### config.mk
export PLATFORM = sky130hd
export DESIGN_NAME = pulse_width_one_wire_link_unit_flat
export DESIGN_NICKNAME = d
export VERILOG_FILES = /design/src/rtl/core/pwl_pkg.sv /design/src/rtl/core/pwl_in_if.sv /design/src/rtl/core/pwl_out_if.sv /design/src/rtl/core/pwl_regs.sv /design/src/rtl/core/pwl_link.sv /design/src/rtl/core/pulse_width_one_wire_link_unit.sv /design/src/flat_wrapper.sv
export SDC_FILE = /design/constraint.sdc
export NUM_CORES = 1
export LEC_CHECK = 0
export ABC_AREA = 1
export BUFFER_PORTS_ARGS = -buffer_cell sky130_fd_sc_hd__buf_4
export CORE_MARGIN = 3
export CORE_UTILIZATION = 40
export DETAILED_ROUTE_END_ITERATION = 6
export PLACE_DENSITY = 0.57
export SYNTH_ARGS = -nofsm -noshare
export SYNTH_HDL_FRONTEND = slang
export SYNTH_HIERARCHICAL = 1
export SYNTH_SLANG_ARGS = --single-unit
export TNS_END_PERCENT = 50
### constraint.sdc
create_clock -name clk -period 4.4 [get_ports clk]
set_input_delay 1.1 -clock clk [delete_from_list [all_inputs] [get_ports clk]]
set_output_delay 1.1 -clock clk [all_outputs]
set_load 0.1 [all_outputs]
### src/rtl/core/pwl_pkg.sv
// ----------------------------------------------------------------------------
// pwl_pkg: shared types and constants of the pulse-width one-wire link
// Holds the link modes, the register map and the item, result and
// configuration records.
// ----------------------------------------------------------------------------
`default_nettype none

package pwl_pkg;

  localparam int CFG_AW = 4;
  localparam int CFG_DW = 32;

  localparam logic [15:0] SHORT_RST   = 16'd16;
  localparam logic [15:0] LONG_RST    = 16'd48;
  localparam logic [15:0] SAMPLE_RST  = 16'd32;
  localparam logic [19:0] TIMEOUT_RST = 20'd480000;

  localparam logic [1:0] ACT_TICK  = 2'd0;
  localparam logic [1:0] ACT_SEND  = 2'd1;
  localparam logic [1:0] ACT_RECV  = 2'd2;
  localparam logic [1:0] ACT_SPARE = 2'd3;

  typedef enum logic [1:0] {
    REG_SHORT   = 2'd0,
    REG_LONG    = 2'd1,
    REG_SAMPLE  = 2'd2,
    REG_TIMEOUT = 2'd3
  } reg_idx_t;

  typedef enum logic [9:0] {
    M_IDLE         = 10'b0000000001,
    M_TX_LOW       = 10'b0000000010,
    M_TX_HIGH      = 10'b0000000100,
    M_TX_GAP       = 10'b0000001000,
    M_TX_STOP      = 10'b0000010000,
    M_RX_FALL      = 10'b0000100000,
    M_RX_DELAY     = 10'b0001000000,
    M_RX_RISE      = 10'b0010000000,
    M_RX_STOP_FALL = 10'b0100000000,
    M_RX_STOP_RISE = 10'b1000000000
  } mode_t;

  typedef struct packed {
    logic [15:0] short_ticks;
    logic [15:0] long_ticks;
    logic [15:0] sample_delay_ticks;
    logic [19:0] timeout_ticks;
  } cfg_t;

  typedef struct packed {
    logic [1:0] action;
    logic [7:0] tx_byte;
    logic       tx_last;
    logic [6:0] rx_length;
    logic       line_in;
  } item_t;

  typedef struct packed {
    logic       line_pull_low;
    logic       byte_taken;
    logic       rx_valid;
    logic [7:0] rx_byte;
    logic       rx_last;
    logic       frame_done;
    logic       timed_out;
    logic       busy_res;
  } result_t;

endpackage

`default_nettype wire

### src/rtl/core/pwl_in_if.sv
// ----------------------------------------------------------------------------
// pwl_in_if: tick channel into the link
// One transaction per line sample, with the action and its arguments.
// ----------------------------------------------------------------------------
`default_nettype none

interface pwl_in_if;
  logic       valid;
  logic       ready;
  logic [1:0] action;
  logic [7:0] tx_byte;
  logic       tx_last;
  logic [6:0] rx_length;
  logic       line_in;

  modport source (output valid, action, tx_byte, tx_last, rx_length, line_in,
                  input ready);
  modport sink   (input valid, action, tx_byte, tx_last, rx_length, line_in,
                  output ready);
endinterface

`default_nettype wire

### src/rtl/core/pwl_out_if.sv
// ----------------------------------------------------------------------------
// pwl_out_if: result channel out of the link
// One transaction per tick with line drive, receive data and status.
// ----------------------------------------------------------------------------
`default_nettype none

interface pwl_out_if;
  logic       valid;
  logic       ready;
  logic       line_pull_low;
  logic       byte_taken;
  logic       rx_valid;
  logic [7:0] rx_byte;
  logic       rx_last;
  logic       frame_done;
  logic       timed_out;
  logic       busy_res;

  modport source (output valid, line_pull_low, byte_taken, rx_valid, rx_byte,
                  rx_last, frame_done, timed_out, busy_res,
                  input ready);
  modport sink   (input valid, line_pull_low, byte_taken, rx_valid, rx_byte,
                  rx_last, frame_done, timed_out, busy_res,
                  output ready);
endinterface

`default_nettype wire

### src/rtl/core/pwl_regs.sv
// ----------------------------------------------------------------------------
// pwl_regs: APB configuration registers
// Phase lengths, sample delay and receive timeout, one word each.
// ----------------------------------------------------------------------------
`default_nettype none

module pwl_regs (
  input  wire logic                       clk,
  input  wire logic                       rst_n,
  input  wire logic                       psel,
  input  wire logic                       penable,
  input  wire logic                       pwrite,
  input  wire logic [pwl_pkg::CFG_AW-1:0] paddr,
  input  wire logic [pwl_pkg::CFG_DW-1:0] pwdata,
  output logic      [pwl_pkg::CFG_DW-1:0] prdata,
  output logic                            pready,
  output pwl_pkg::cfg_t                   cfg
);
  import pwl_pkg::*;

  cfg_t     cfg_r;
  cfg_t     cfg_nxt;
  reg_idx_t idx;
  logic     wr_en;

  assign idx    = reg_idx_t'(paddr[3:2]);
  assign pready = 1'b1;
  assign wr_en  = psel && penable && pwrite;

  always_comb begin
    cfg_nxt = cfg_r;
    if (wr_en) begin
      unique case (idx)
        REG_SHORT:   cfg_nxt.short_ticks        = pwdata[15:0];
        REG_LONG:    cfg_nxt.long_ticks         = pwdata[15:0];
        REG_SAMPLE:  cfg_nxt.sample_delay_ticks = pwdata[15:0];
        REG_TIMEOUT: cfg_nxt.timeout_ticks      = pwdata[19:0];
        default:     cfg_nxt = cfg_r;
      endcase
    end
  end

  always_comb begin
    unique case (idx)
      REG_SHORT:   prdata = {16'd0, cfg_r.short_ticks};
      REG_LONG:    prdata = {16'd0, cfg_r.long_ticks};
      REG_SAMPLE:  prdata = {16'd0, cfg_r.sample_delay_ticks};
      REG_TIMEOUT: prdata = {12'd0, cfg_r.timeout_ticks};
      default:     prdata = '0;
    endcase
  end

  always_ff @(posedge clk) begin
    if (!rst_n) begin
      cfg_r.short_ticks        <= SHORT_RST;
      cfg_r.long_ticks         <= LONG_RST;
      cfg_r.sample_delay_ticks <= SAMPLE_RST;
      cfg_r.timeout_ticks      <= TIMEOUT_RST;
    end else begin
      cfg_r <= cfg_nxt;
    end
  end

  assign cfg = cfg_r;

endmodule

`default_nettype wire

### src/rtl/core/pwl_link.sv
// ----------------------------------------------------------------------------
// pwl_link: link state machine
// Advances the send/receive machine by one tick per committed item and
// forms that tick's result.
// ----------------------------------------------------------------------------
`default_nettype none

module pwl_link #(
  parameter int MAX_RX_BYTES = 64
) (
  input  wire logic              clk,
  input  wire logic              rst_n,
  input  wire logic              step_en,
  input  wire pwl_pkg::item_t    item,
  input  wire pwl_pkg::cfg_t     cfg,
  output pwl_pkg::result_t       res
);
  import pwl_pkg::*;

  localparam logic [7:0] MAX_B   = 8'(MAX_RX_BYTES);
  localparam logic [6:0] MAX_SAT = (MAX_RX_BYTES > 127) ? 7'd127 : 7'(MAX_RX_BYTES);

  mode_t       mode_r,  mode_nxt;
  logic [15:0] phase_r, phase_nxt;
  logic [2:0]  bitpos_r, bitpos_nxt;
  logic [7:0]  shift_r, shift_nxt;
  logic [7:0]  hold_r, hold_nxt;
  logic        hfull_r, hfull_nxt;
  logic        hlast_r, hlast_nxt;
  logic        clast_r, clast_nxt;
  logic [6:0]  remain_r, remain_nxt;
  logic [19:0] tmo_r, tmo_nxt;

  logic        in_rx;
  logic        ph_over;
  logic [15:0] ph_dec;
  logic [20:0] tmo_inc;
  logic [6:0]  rx_len_sat;

  assign in_rx = (mode_r == M_RX_FALL) || (mode_r == M_RX_DELAY) ||
                 (mode_r == M_RX_RISE) || (mode_r == M_RX_STOP_FALL) ||
                 (mode_r == M_RX_STOP_RISE);
  assign ph_over    = (phase_r <= 16'd1);
  assign ph_dec     = phase_r - 16'd1;
  assign tmo_inc    = {1'b0, tmo_r} + 21'd1;
  assign rx_len_sat = ({1'b0, item.rx_length} > MAX_B) ? MAX_SAT : item.rx_length;

  always_comb begin
    mode_nxt   = mode_r;
    phase_nxt  = phase_r;
    bitpos_nxt = bitpos_r;
    shift_nxt  = shift_r;
    hold_nxt   = hold_r;
    hfull_nxt  = hfull_r;
    hlast_nxt  = hlast_r;
    clast_nxt  = clast_r;
    remain_nxt = remain_r;
    tmo_nxt    = tmo_r;
    res        = '0;

    res.line_pull_low = (mode_r == M_TX_LOW) || (mode_r == M_TX_STOP);

    if (in_rx) begin
      if (tmo_inc >= {1'b0, cfg.timeout_ticks}) begin
        res.timed_out = 1'b1;
        mode_nxt      = M_IDLE;
        tmo_nxt       = '0;
      end else begin
        tmo_nxt = tmo_inc[19:0];
      end
    end

    unique case (mode_nxt)
      M_IDLE, M_TX_GAP: begin
        if (hfull_r) begin
          shift_nxt  = hold_r;
          clast_nxt  = hlast_r;
          hfull_nxt  = 1'b0;
          bitpos_nxt = '0;
          mode_nxt   = M_TX_LOW;
          phase_nxt  = hold_r[7] ? cfg.short_ticks : cfg.long_ticks;
        end
      end
      M_TX_LOW: begin
        if (ph_over) begin
          mode_nxt  = M_TX_HIGH;
          phase_nxt = shift_r[7] ? cfg.long_ticks : cfg.short_ticks;
        end else begin
          phase_nxt = ph_dec;
        end
      end
      M_TX_HIGH: begin
        if (ph_over) begin
          shift_nxt  = {shift_r[6:0], 1'b0};
          bitpos_nxt = bitpos_r + 3'd1;
          if (bitpos_nxt != 3'd0) begin
            mode_nxt  = M_TX_LOW;
            phase_nxt = shift_r[6] ? cfg.short_ticks : cfg.long_ticks;
          end else if (clast_r) begin
            mode_nxt  = M_TX_STOP;
            phase_nxt = cfg.short_ticks;
          end else if (hfull_r) begin
            shift_nxt  = hold_r;
            clast_nxt  = hlast_r;
            hfull_nxt  = 1'b0;
            bitpos_nxt = '0;
            mode_nxt   = M_TX_LOW;
            phase_nxt  = hold_r[7] ? cfg.short_ticks : cfg.long_ticks;
          end else begin
            mode_nxt = M_TX_GAP;
          end
        end else begin
          phase_nxt = ph_dec;
        end
      end
      M_TX_STOP: begin
        if (ph_over) begin
          res.frame_done = 1'b1;
          clast_nxt      = 1'b0;
          mode_nxt       = M_IDLE;
        end else begin
          phase_nxt = ph_dec;
        end
      end
      M_RX_FALL: begin
        if (!item.line_in) begin
          mode_nxt  = M_RX_DELAY;
          phase_nxt = cfg.sample_delay_ticks;
        end
      end
      M_RX_DELAY: begin
        if (ph_over) begin
          shift_nxt  = {shift_r[6:0], item.line_in};
          bitpos_nxt = bitpos_r + 3'd1;
          mode_nxt   = M_RX_RISE;
        end else begin
          phase_nxt = ph_dec;
        end
      end
      M_RX_RISE: begin
        if (item.line_in) begin
          if (bitpos_r == 3'd0) begin
            res.rx_valid = 1'b1;
            res.rx_byte  = shift_r;
            res.rx_last  = (remain_r <= 7'd1);
            remain_nxt   = (remain_r != 7'd0) ? remain_r - 7'd1 : 7'd0;
            shift_nxt    = '0;
            mode_nxt     = (remain_nxt != 7'd0) ? M_RX_FALL : M_RX_STOP_FALL;
          end else begin
            mode_nxt = M_RX_FALL;
          end
        end
      end
      M_RX_STOP_FALL: begin
        if (!item.line_in) mode_nxt = M_RX_STOP_RISE;
      end
      M_RX_STOP_RISE: begin
        if (item.line_in) begin
          res.frame_done = 1'b1;
          mode_nxt       = M_IDLE;
          tmo_nxt        = '0;
        end
      end
      default: mode_nxt = M_IDLE;
    endcase

    // offers go to the hold register; a receive start needs a quiet link
    if (item.action == ACT_SEND && (mode_nxt == M_IDLE || mode_nxt == M_TX_LOW ||
        mode_nxt == M_TX_HIGH || mode_nxt == M_TX_GAP || mode_nxt == M_TX_STOP) &&
        !hfull_nxt) begin
      hold_nxt       = item.tx_byte;
      hlast_nxt      = item.tx_last;
      hfull_nxt      = 1'b1;
      res.byte_taken = 1'b1;
    end else if (item.action == ACT_RECV && mode_nxt == M_IDLE && !hfull_nxt) begin
      remain_nxt = rx_len_sat;
      tmo_nxt    = '0;
      shift_nxt  = '0;
      bitpos_nxt = '0;
      mode_nxt   = (rx_len_sat != 7'd0) ? M_RX_FALL : M_RX_STOP_FALL;
    end

    res.busy_res = (mode_nxt != M_IDLE) || hfull_nxt;
  end

  always_ff @(posedge clk) begin
    if (!rst_n) begin
      mode_r   <= M_IDLE;
      phase_r  <= '0;
      bitpos_r <= '0;
      shift_r  <= '0;
      hold_r   <= '0;
      hfull_r  <= 1'b0;
      hlast_r  <= 1'b0;
      clast_r  <= 1'b0;
      remain_r <= '0;
      tmo_r    <= '0;
    end else if (step_en) begin
      mode_r   <= mode_nxt;
      phase_r  <= phase_nxt;
      bitpos_r <= bitpos_nxt;
      shift_r  <= shift_nxt;
      hold_r   <= hold_nxt;
      hfull_r  <= hfull_nxt;
      hlast_r  <= hlast_nxt;
      clast_r  <= clast_nxt;
      remain_r <= remain_nxt;
      tmo_r    <= tmo_nxt;
    end
  end

endmodule

`default_nettype wire

### src/rtl/core/pulse_width_one_wire_link_unit.sv
// ----------------------------------------------------------------------------
// pulse_width_one_wire_link_unit: half-duplex pulse-width serial link
// Each input transaction is one tick of the line: it carries the sampled
// line level and an optional action (offer a send byte, start a receive).
// Each tick yields exactly one result transaction: the line drive for that
// tick, whether the offered byte was taken, a received byte with its last
// flag, stop-bit and timeout status, and the busy flag.
// Phase lengths, sample delay and receive timeout sit in an APB register
// bank (byte addresses 0, 4, 8, 12); write them only while the link is idle.
// The tick is registered, the link machine steps once from that register,
// and the result is registered. Throughput is one tick per cycle while the
// result side does not stall, set by the single step of the link machine
// between the tick and result registers.
// A stalled result register holds; one more tick is taken into the input
// register, after which in_ch.ready drops until the result is accepted.
// Synchronous reset returns the link to idle, empties both registers and
// restores the register defaults.
// ----------------------------------------------------------------------------
`default_nettype none

module pulse_width_one_wire_link_unit #(
  parameter int MAX_RX_BYTES = 64
) (
  input  wire logic                       clk,
  input  wire logic                       rst_n,
  pwl_in_if.sink                          in_ch,
  pwl_out_if.source                       out_ch,
  input  wire logic                       cfg_psel,
  input  wire logic                       cfg_penable,
  input  wire logic                       cfg_pwrite,
  input  wire logic [pwl_pkg::CFG_AW-1:0] cfg_paddr,
  input  wire logic [pwl_pkg::CFG_DW-1:0] cfg_pwdata,
  output logic      [pwl_pkg::CFG_DW-1:0] cfg_prdata,
  output logic                            cfg_pready
);
  import pwl_pkg::*;

  cfg_t    cfg;
  item_t   s0_r;
  logic    s0_valid_r;
  result_t res;
  result_t out_r;
  logic    out_valid_r;
  logic    step_en;
  logic    in_fire;

  pwl_regs u_regs (
    .clk     (clk),
    .rst_n   (rst_n),
    .psel    (cfg_psel),
    .penable (cfg_penable),
    .pwrite  (cfg_pwrite),
    .paddr   (cfg_paddr),
    .pwdata  (cfg_pwdata),
    .prdata  (cfg_prdata),
    .pready  (cfg_pready),
    .cfg     (cfg)
  );

  // advance the link when a tick is held and the result slot is free or being emptied
  assign step_en      = s0_valid_r && (!out_valid_r || out_ch.ready);
  assign in_ch.ready  = !s0_valid_r || step_en;
  assign in_fire      = in_ch.valid && in_ch.ready;

  pwl_link #(
    .MAX_RX_BYTES (MAX_RX_BYTES)
  ) u_link (
    .clk     (clk),
    .rst_n   (rst_n),
    .step_en (step_en),
    .item    (s0_r),
    .cfg     (cfg),
    .res     (res)
  );

  always_ff @(posedge clk) begin
    if (!rst_n) begin
      s0_valid_r <= 1'b0;
    end else if (in_ch.ready) begin
      s0_valid_r <= in_ch.valid;
    end
  end

  always_ff @(posedge clk) begin
    if (in_fire) begin
      s0_r.action    <= in_ch.action;
      s0_r.tx_byte   <= in_ch.tx_byte;
      s0_r.tx_last   <= in_ch.tx_last;
      s0_r.rx_length <= in_ch.rx_length;
      s0_r.line_in   <= in_ch.line_in;
    end
  end

  always_ff @(posedge clk) begin
    if (!rst_n) begin
      out_valid_r <= 1'b0;
    end else if (step_en) begin
      out_valid_r <= 1'b1;
    end else if (out_ch.ready) begin
      out_valid_r <= 1'b0;
    end
  end

  always_ff @(posedge clk) begin
    if (step_en) out_r <= res;
  end

  assign out_ch.valid         = out_valid_r;
  assign out_ch.line_pull_low = out_r.line_pull_low;
  assign out_ch.byte_taken    = out_r.byte_taken;
  assign out_ch.rx_valid      = out_r.rx_valid;
  assign out_ch.rx_byte       = out_r.rx_byte;
  assign out_ch.rx_last       = out_r.rx_last;
  assign out_ch.frame_done    = out_r.frame_done;
  assign out_ch.timed_out     = out_r.timed_out;
  assign out_ch.busy_res      = out_r.busy_res;

  a_stall_cause: assert property (@(posedge clk) disable iff (!rst_n)
    !in_ch.ready |-> (out_valid_r && !out_ch.ready))
    else $error("input stalled without a blocked result");

  a_out_from_s0: assert property (@(posedge clk) disable iff (!rst_n)
    $rose(out_valid_r) |-> $past(s0_valid_r))
    else $error("result appeared without a registered tick");

  a_take_vs_rx: assert property (@(posedge clk) disable iff (!rst_n)
    out_valid_r |-> !(out_r.byte_taken && out_r.rx_valid))
    else $error("send byte taken in a receive tick");

  a_timeout_clean: assert property (@(posedge clk) disable iff (!rst_n)
    (out_valid_r && out_r.timed_out) |-> (!out_r.rx_valid && !out_r.frame_done))
    else $error("timeout tick also reports receive progress");

endmodule

`default_nettype wire

### src/flat_wrapper.sv
// flat-port wrapper written by rule: the top's interface ports become plain ports
module pulse_width_one_wire_link_unit_flat import pwl_pkg::*;
#(
  parameter int MAX_RX_BYTES = 64
)
  (clk, rst_n, cfg_psel, cfg_penable, cfg_pwrite, cfg_paddr, cfg_pwdata, cfg_prdata, cfg_pready, in_ch_valid, in_ch_action, in_ch_tx_byte, in_ch_tx_last, in_ch_rx_length, in_ch_line_in, in_ch_ready, out_ch_valid, out_ch_line_pull_low, out_ch_byte_taken, out_ch_rx_valid, out_ch_rx_byte, out_ch_rx_last, out_ch_frame_done, out_ch_timed_out, out_ch_busy_res, out_ch_ready);
  pwl_in_if in_ch_i ();
  pwl_out_if out_ch_i ();
  input  wire logic clk;
  input  wire logic rst_n;
  input  wire logic cfg_psel;
  input  wire logic cfg_penable;
  input  wire logic cfg_pwrite;
  input  wire logic [pwl_pkg::CFG_AW-1:0] cfg_paddr;
  input  wire logic [pwl_pkg::CFG_DW-1:0] cfg_pwdata;
  output logic      [pwl_pkg::CFG_DW-1:0] cfg_prdata;
  output logic cfg_pready;
  input wire logic [$bits(in_ch_i.valid)-1:0] in_ch_valid;
  input wire logic [$bits(in_ch_i.action)-1:0] in_ch_action;
  input wire logic [$bits(in_ch_i.tx_byte)-1:0] in_ch_tx_byte;
  input wire logic [$bits(in_ch_i.tx_last)-1:0] in_ch_tx_last;
  input wire logic [$bits(in_ch_i.rx_length)-1:0] in_ch_rx_length;
  input wire logic [$bits(in_ch_i.line_in)-1:0] in_ch_line_in;
  output wire logic [$bits(in_ch_i.ready)-1:0] in_ch_ready;
  output wire logic [$bits(out_ch_i.valid)-1:0] out_ch_valid;
  output wire logic [$bits(out_ch_i.line_pull_low)-1:0] out_ch_line_pull_low;
  output wire logic [$bits(out_ch_i.byte_taken)-1:0] out_ch_byte_taken;
  output wire logic [$bits(out_ch_i.rx_valid)-1:0] out_ch_rx_valid;
  output wire logic [$bits(out_ch_i.rx_byte)-1:0] out_ch_rx_byte;
  output wire logic [$bits(out_ch_i.rx_last)-1:0] out_ch_rx_last;
  output wire logic [$bits(out_ch_i.frame_done)-1:0] out_ch_frame_done;
  output wire logic [$bits(out_ch_i.timed_out)-1:0] out_ch_timed_out;
  output wire logic [$bits(out_ch_i.busy_res)-1:0] out_ch_busy_res;
  input wire logic [$bits(out_ch_i.ready)-1:0] out_ch_ready;
  assign in_ch_i.valid = in_ch_valid;
  assign in_ch_i.action = in_ch_action;
  assign in_ch_i.tx_byte = in_ch_tx_byte;
  assign in_ch_i.tx_last = in_ch_tx_last;
  assign in_ch_i.rx_length = in_ch_rx_length;
  assign in_ch_i.line_in = in_ch_line_in;
  assign in_ch_ready = in_ch_i.ready;
  assign out_ch_valid = out_ch_i.valid;
  assign out_ch_line_pull_low = out_ch_i.line_pull_low;
  assign out_ch_byte_taken = out_ch_i.byte_taken;
  assign out_ch_rx_valid = out_ch_i.rx_valid;
  assign out_ch_rx_byte = out_ch_i.rx_byte;
  assign out_ch_rx_last = out_ch_i.rx_last;
  assign out_ch_frame_done = out_ch_i.frame_done;
  assign out_ch_timed_out = out_ch_i.timed_out;
  assign out_ch_busy_res = out_ch_i.busy_res;
  assign out_ch_i.ready = out_ch_ready;
  pulse_width_one_wire_link_unit #(.MAX_RX_BYTES(MAX_RX_BYTES)) u_core (.clk(clk), .rst_n(rst_n), .in_ch(in_ch_i), .out_ch(out_ch_i), .cfg_psel(cfg_psel), .cfg_penable(cfg_penable), .cfg_pwrite(cfg_pwrite), .cfg_paddr(cfg_paddr), .cfg_pwdata(cfg_pwdata), .cfg_prdata(cfg_prdata), .cfg_pready(cfg_pready));
endmodule
==> results of run 1 <==
synthesized netlist by cell type (4+ instances only):
master,count
buf_1,6
nand2_1,385
nor3_1,14
inv_1,184
a31oi_1,16
a21oi_1,102
xor2_1,26
o221ai_1,8
clkbuf_1,42
nand3_1,139
nand4_1,32
o21ai_0,133
buf_6,5
buf_4,21
dfxtp_1,145
nand2_2,9
nor2_1,237
xnor2_1,4
nor2_4,8
nor4_1,5
edfxtp_1,34
nor2_2,6
nand3_2,6
inv_2,6
o22ai_1,41
nand2_4,6
o211ai_1,12
ha_1,28
clkinv_1,8
buf_2,24
how the worst max path moves through the flow:
stage                                              from                                endpoint  slack, ps  depth (start not counted)
global placement    u_core/u_link/tmo_r[1]$_SDFFE_PN0P_    u_core/u_link/mode_r[0]$_SDFFE_PN1P_        -50                         29
CTS                 u_core/u_link/tmo_r[1]$_SDFFE_PN0P_  u_core/u_link/remain_r[5]$_SDFFE_PN0P_         20                         32
global route        u_core/u_link/tmo_r[0]$_SDFFE_PN0P_    u_core/u_link/hold_r[6]$_SDFFE_PN0P_        -40                         31
finish              u_core/u_link/tmo_r[1]$_SDFFE_PN0P_  u_core/u_link/phase_r[10]$_SDFFE_PN0P_        200                         25
floorplan           u_core/u_link/tmo_r[0]$_SDFFE_PN0P_        u_core/out_ch.busy_res$_DFFE_PP_        430                         27
detailed placement  u_core/u_link/tmo_r[1]$_SDFFE_PN0P_    u_core/u_link/mode_r[5]$_SDFFE_PN0P_        -90                         32
cell families after synthesis:
family                   share of synthesized area [%]
AND/OR/NAND/NOR                                  32.99
AO/OA/AOI/OAI                                    16.59
buffers and inverters                            10.95
flip-flops                                       34.00
XOR/XNOR                                         2.277
adder cells (fa/ha/maj)                          3.036
other                                          0.06508
multiplexers                                   0.08674
sequential cells by signal (all words and copies together), names as in the netlist, 8 cells and up:
signal and flops:
u_core/u_link/hold_r 8, u_core/u_link/tmo_r 20, u_core/u_regs/cfg 68, u_core/u_link/phase_r 16, u_core/out_ch.rx_byte 8, u_core/u_link/mode_r 10, u_core/u_link/shift_r 8, u_core/s0_r 19
per-layer routing:
| metal | track usage, % | vias to the layer above | routed length (microns) |
|---|---|---|---|
| li1 | - | 5879 | - |
| met1 | 30.92 | 5461 | 16760 |
| met2 | 35.60 | 407 | 16180 |
| met3 | 3.524 | 39 | 2217 |
| met4 | 5.873 | 0 | 538 |
| met5 | 0 | - | 0 |
repair_timing:
action                                 4_1_cts  5_1_grt
pin swaps                                    1       18
setup endpoints to repair                   52       71
resized for setup                            3       46
cloned                                       0        3
endpoints found under the hold margin        0        0
buffers inserted                             4       18
worst max-delay path, stage by stage (launching register included):
cell      delay, ps
dfxtp_2         330
nand2_1          60
nor2_2          170
nand3_2         140
nor2_4          180
nand3_4         100
nor3_4          210
nand3_2         140
buf_4           170
inv_1            50
nand4_1          90
xor2_1          180
ha_1            290
and3_4          190
nand2_1          50
nor2_2          110
nand2_2          80
nand3_4         150
buf_8           140
nand2_4          80
nand3_4          90
clkinv_1        120
buf_4           190
buf_4           170
a221oi_1        440
a31oi_1         140
cell type report:
type	instances	share of cell area, %
Multi-Input combinational cell	1271	48.72
Sequential cell	179	28.82
Timing Repair Buffer	154	8.999
Inverter	199	5.537
Clock buffer	23	3.747
Tap cell	378	3.471
Clock inverter	8	0.7071
through the flow:
stage	instances	utilization, %	worst slack (ps)
3_3_place_gp	2156	44.72	-48.14
5_1_grt	2212	48.51	-38.91
3_5_place_dp	2156	44.72	-86.31
6_report	2212	48.51	198.1
4_1_cts	2191	47.06	21.41
2_1_floorplan	1745	-	429.6
power groups by stage:
| stage | Combinational, mW | Clock [mW] | Sequential, mW |
|---|---|---|---|
| final | 1.06 | 1.59 | 1.80 |
| after global routing | 1.16 | 1.69 | 1.81 |
| after CTS | 1.01 | 1.63 | 1.80 |
| after detailed placement | 1.00 | 0 | 1.83 |
| after global placement | 0.998 | 0 | 1.83 |
| after floorplan | 0.724 | 0 | 1.85 |
==> flow_summary.ini, run 1 <==
[clocking]
path_clk_slew_ps = 70
htree_levels = 4
cts_root_buffer = clkbuf_16
cts_inserted_buffers = 17
clock_latency_ps = 440
cts_sinks = 179
cts_hold_buffers = 0
cts_tree = done
cts_max_path_buffers = 2

[power_and_ir_drop]
p_leak_nw = 5.986
power_frac_seq_pct = 40.5
pwr-share-comb_pct = 23.8
clockPowerShare_pct = 35.7
intPower_mw = 2.968
power_mw = 4.450
switching_share_pct = 33.31
p_per_area_mw_per_mm2 = 326.6
switching_power_mw = 1.482
vdd.ir_drop.worst_uv = 298.2

[logic_synthesis]
synth_edf_count = 34
yosys.area.top_type = dfxtp_1
yosys-top-cells-area = dfxtp_1 25%, nand2_1 13%, edfxtp_1 8.8%
ys_types = 59
syn_area_sq_mm = 0.01154
ys_seq_area_share_pct = 34.00
syn_avg_cell_area_sq_um = 6.655
netlist_instances = 1734
synthArstFlopShare_pct = 0
synth_top_area_share_pct = 25.15
ys.flop_type = dfxtp_1
synth_warnings = 6
ys_ff_latch = 179

[route]
detail_route.first_pass.iterations = 7
num_vias = 11790
drc = 0
drt-vias-per-instance = 5.328
routed_wl_mm = 35.69
wl_per_cell_microns = 16.13
drt_iter0_drc = 1032
ant_nets = 0

[finish]
area_growth_pct = 18.07
drive_above_1_share_pct = 15.05
fillCellCount = 2951
diodes = 0
fin_nets = 1912
final_area_sq_mm = 0.01363
final_cell_mix = 381 x nand2_1, 228 x nor2_1, 184 x inv_1
final_common_cell = nand2_1
seq_area_sq_mm = 0.003926
multi_input_area_sq_mm = 0.006639

[hold_path]
whs_endpoint = u_core/u_link/remain_r[1]$_SDFFE_PN0P_
hp-class = flip-flop to flip-flop
whs_path_depth = 2
hp-start = u_core/u_link/remain_r[1]$_SDFFE_PN0P_

[timing]
timing.final.crit_share_pct = 95.50
fin_crit_ps = 4202
final.setup.tns_ps = 0
hold_ws_ps = 465.8
maxSlewViolCount = 0
setup_viol_count_final = 0
slew_headroom_pct = 35.20
worstMarginPinSlew_ps = 970.7
finalHoldViolations = 0
finClkSkew_ps = 15.61
fmax_mhz = 238.0

[floorplan]
rows = 61
die-width_microns = 175.9
initial_core_util_pct = 41.09
pin_count = 112
die_h_microns = 175.9
dieArea_sq_mm = 0.03092
core-area_sq_mm = 0.02809

[worst_setup_path]
crit-reg2reg-launch = u_core/u_link/tmo_r[1]$_SDFFE_PN0P_
required_ps = 4700
worst_ep_arrival_time_ps = 4500
worstReg2RegEnd = u_core/u_link/phase_r[10]$_SDFFE_PN0P_
reg2reg_slack_ps = 200
critPathMaxFanout = 11
rr_worst_depth = 25
path_class = flip-flop to flip-flop
critPathCaptureType = flip-flop
startpoint_type = flip-flop

[grt]
grt_max_degree = 69
grt_pass1_vias = 10620
grt_pass1_wl_mm = 55.78
gr-usage-all-layers_pct = 22.13
grt_antenna_before_repair = 0
overflow = 0

[status]
status = complete, no violations

[placement]
hpwl_mm = 24.88
dpl_cell_area_sq_mm = 0.01256
io_buffers = 84
place.gp.congestion = 0.9037

[flow_run]
cap_violations = 0
Note: power is estimated with default switching activity, not from simulation.
==> inputs of run 2 (changes only) <==
--- a/config.mk
+++ b/config.mk
@@ -7,6 +7,7 @@
 export LEC_CHECK = 0
 export ABC_AREA = 1
 export BUFFER_PORTS_ARGS = -buffer_cell sky130_fd_sc_hd__buf_4
+export CORE_ASPECT_RATIO = 1.25
 export CORE_MARGIN = 3
 export CORE_UTILIZATION = 40
 export DETAILED_ROUTE_END_ITERATION = 6
==> constraint.sdc (replaced) <==
create_clock -name clk -period 4.3 [get_ports clk]
set_input_delay 1.075 -clock clk [delete_from_list [all_inputs] [get_ports clk]]
set_output_delay 1.075 -clock clk [all_outputs]
set_load 0.1 [all_outputs]
==> run 2 against run 1 <==
- register-to-register slack about the same
- power increased by 4.7%
- global-route usage increased by 0.83 points
- die area about the same
- largest power group unchanged
- maximum frequency increased by 2.4%
==> flow_summary.ini, run 2 (synthesis gave the netlist of run 1 again) <==
[status]
status = complete, no violations

[power_and_ir_drop]
p_leak_nw = 6.081
clockPowerShare_pct = 36.3
pwr-share-comb_pct = 24.4
intPower_mw = 2.992
switching_power_mw = 1.668
switching_share_pct = 35.80
power_frac_seq_pct = 39.3
p_per_area_mw_per_mm2 = 336.4
vdd.ir_drop.worst_uv = 191.9

[finish]
fin_nets = 1928
final_area_sq_mm = 0.01385
area_growth_pct = 20.06
largest_reg_flops = 68
drive_above_1_share_pct = 17.07
diodes = 0
final_cell_mix = 376 x nand2_1, 226 x nor2_1, 179 x inv_1
final_util_pct = 49.49
final_common_cell = nand2_1

[floorplan]
dieArea_sq_mm = 0.03094
die_h_microns = 195.9
pin_count = 112
die-width_microns = 157.9
rows = 68
initial_core_util_pct = 41.23
core-area_sq_mm = 0.02799

[clocking]
clock_latency_ps = 450
cts_tree = done
cts_max_path_buffers = 2
cts_root_buffer = clkbuf_16
cts_inserted_buffers = 17
htree_levels = 4
cts_hold_buffers = 0
cts_sinks = 179
path_clk_slew_ps = 80

[route]
num_vias = 11840
detail_route.first_pass.iterations = 6
wl_per_cell_microns = 16.69
drc = 0
routed_wl_mm = 36.74
drt_iter0_drc = 855
drt-vias-per-instance = 5.378
ant_nets = 0

[worst_setup_path]
critPathCaptureType = flip-flop
path_class = flip-flop to flip-flop
critPathMaxFanout = 8
rr_worst_depth = 29
startpoint_type = flip-flop
path_delay_family = simple AND/OR/NAND/NOR gates
cpMostUsedCell = nand2_2
reg2reg_slack_ps = 200
worst_ep_arrival_time_ps = 4290
worst-path-buf-inv = 4
required_ps = 4490
critPathMaxStageDelay_ps = 340
crit-reg2reg-launch = u_core/u_link/tmo_r[0]$_SDFFE_PN0P_
worstReg2RegEnd = u_core/out_ch.busy_res$_DFFE_PP_
slowest_stage = dfxtp_2

[timing]
hold_ws_ps = 481.3
final.setup.tns_ps = 0
timing.final.crit_share_pct = 95.46
finClkSkew_ps = 16.66
finalHoldViolations = 0
rsz0062_at_grt = true
timing.final.ws_setup_ps = 195.4
slew_headroom_pct = 43.42
fin_crit_ps = 4105
setup_viol_count_final = 0
worstMarginPinSlew_ps = 847.8
fmax_mhz = 243.6
maxSlewViolCount = 0

[grt]
overflow = 0
grt_pass1_wl_mm = 56.92
grt_antenna_before_repair = 0
gr-usage-all-layers_pct = 22.95
grt_max_degree = 70
grt_pass1_vias = 11000

[placement]
place.gp.congestion = 0.8743
hpwl_mm = 24.95
io_buffers = 84
dpl_cell_area_sq_mm = 0.01269
pre_cts_ws_ps = -91.12

[flow_run]
cap_violations = 0

[hold_path]
hp-start = u_core/s0_r[16]$_DFFE_PP_
hp-class = flip-flop to flip-flop
whs_endpoint = u_core/u_link/hold_r[7]$_SDFFE_PN0P_
whs_path_depth = 2
run 2: repair_timing:
action / in CTS / in global routing
endpoints found under the setup margin: 40 / 71
buffers inserted: 0 / 17
cloned: 0 / 5
resized for setup: 2 / 80
pin swaps: 0 / 31
run 2: layout make-up:
| cell class | instances | area (sq um) |
|---|---|---|
| well taps | 350 | 437.9 |
| inverters | 199 | 754.5 |
| clock buffers | 18 | 450.4 |
| fillers | 2874 | 14140 |
| multi-input cells | 1270 | 6696 |
| repair buffers | 171 | 1411 |
| flip-flops and latches | 179 | 3928 |
| clock inverters | 14 | 176.4 |
run 2: per-stage QoR:
stage               total power [mW]  instances
floorplan                      2.634       1745
global placement               2.917       2147
detailed placement             2.924       2147
CTS                            4.617       2179
global route                   4.871       2201
finish                         4.660       2201
run 2: layer usage:
| metal | wire length (microns) | track usage, % |
|---|---|---|
| met2 | 17890 | 39.19 |
| met5 | 0 | 0 |
| met1 | 15980 | 29.76 |
| met3 | 1932 | 2.935 |
| met4 | 944 | 7.749 |
run 2: worst max-delay path by stage:
stage / startpoint / endpoint / slack, ps / depth (start not counted)
2_1_floorplan: u_core/u_link/tmo_r[0]$_SDFFE_PN0P_ / u_core/out_ch.busy_res$_DFFE_PP_ / 330 / 27
3_3_place_gp: u_core/u_link/tmo_r[2]$_SDFFE_PN0P_ / u_core/u_link/bitpos_r[0]$_SDFFE_PN0P_ / -30 / 28
3_5_place_dp: u_core/u_link/tmo_r[2]$_SDFFE_PN0P_ / u_core/u_link/bitpos_r[0]$_SDFFE_PN0P_ / -90 / 28
4_1_cts: u_core/u_link/tmo_r[2]$_SDFFE_PN0P_ / u_core/u_link/bitpos_r[0]$_SDFFE_PN0P_ / 7 / 28
5_1_grt: u_core/u_link/tmo_r[0]$_SDFFE_PN0P_ / u_core/u_link/tmo_r[8]$_SDFFE_PN0P_ / -100 / 30
6_report: u_core/u_link/tmo_r[0]$_SDFFE_PN0P_ / u_core/out_ch.busy_res$_DFFE_PP_ / 200 / 29
run 2: power by group through the flow:
stage | clock network [mW] | registers, mW | logic [mW]
2_1_floorplan | 0 | 1.89 | 0.741
3_3_place_gp | 0 | 1.87 | 1.05
3_5_place_dp | 0 | 1.87 | 1.05
4_1_cts | 1.73 | 1.83 | 1.06
5_1_grt | 1.79 | 1.84 | 1.24
6_report | 1.69 | 1.83 | 1.14
run 2: worst register-to-register path, delay by kind of cell (launching register included):
kind          cells  cell delay [ps]
xor+xnor          1              220
fa+ha+maj         1              290
simple gates     23             2650
buf+inv           4              370
flops             1              340
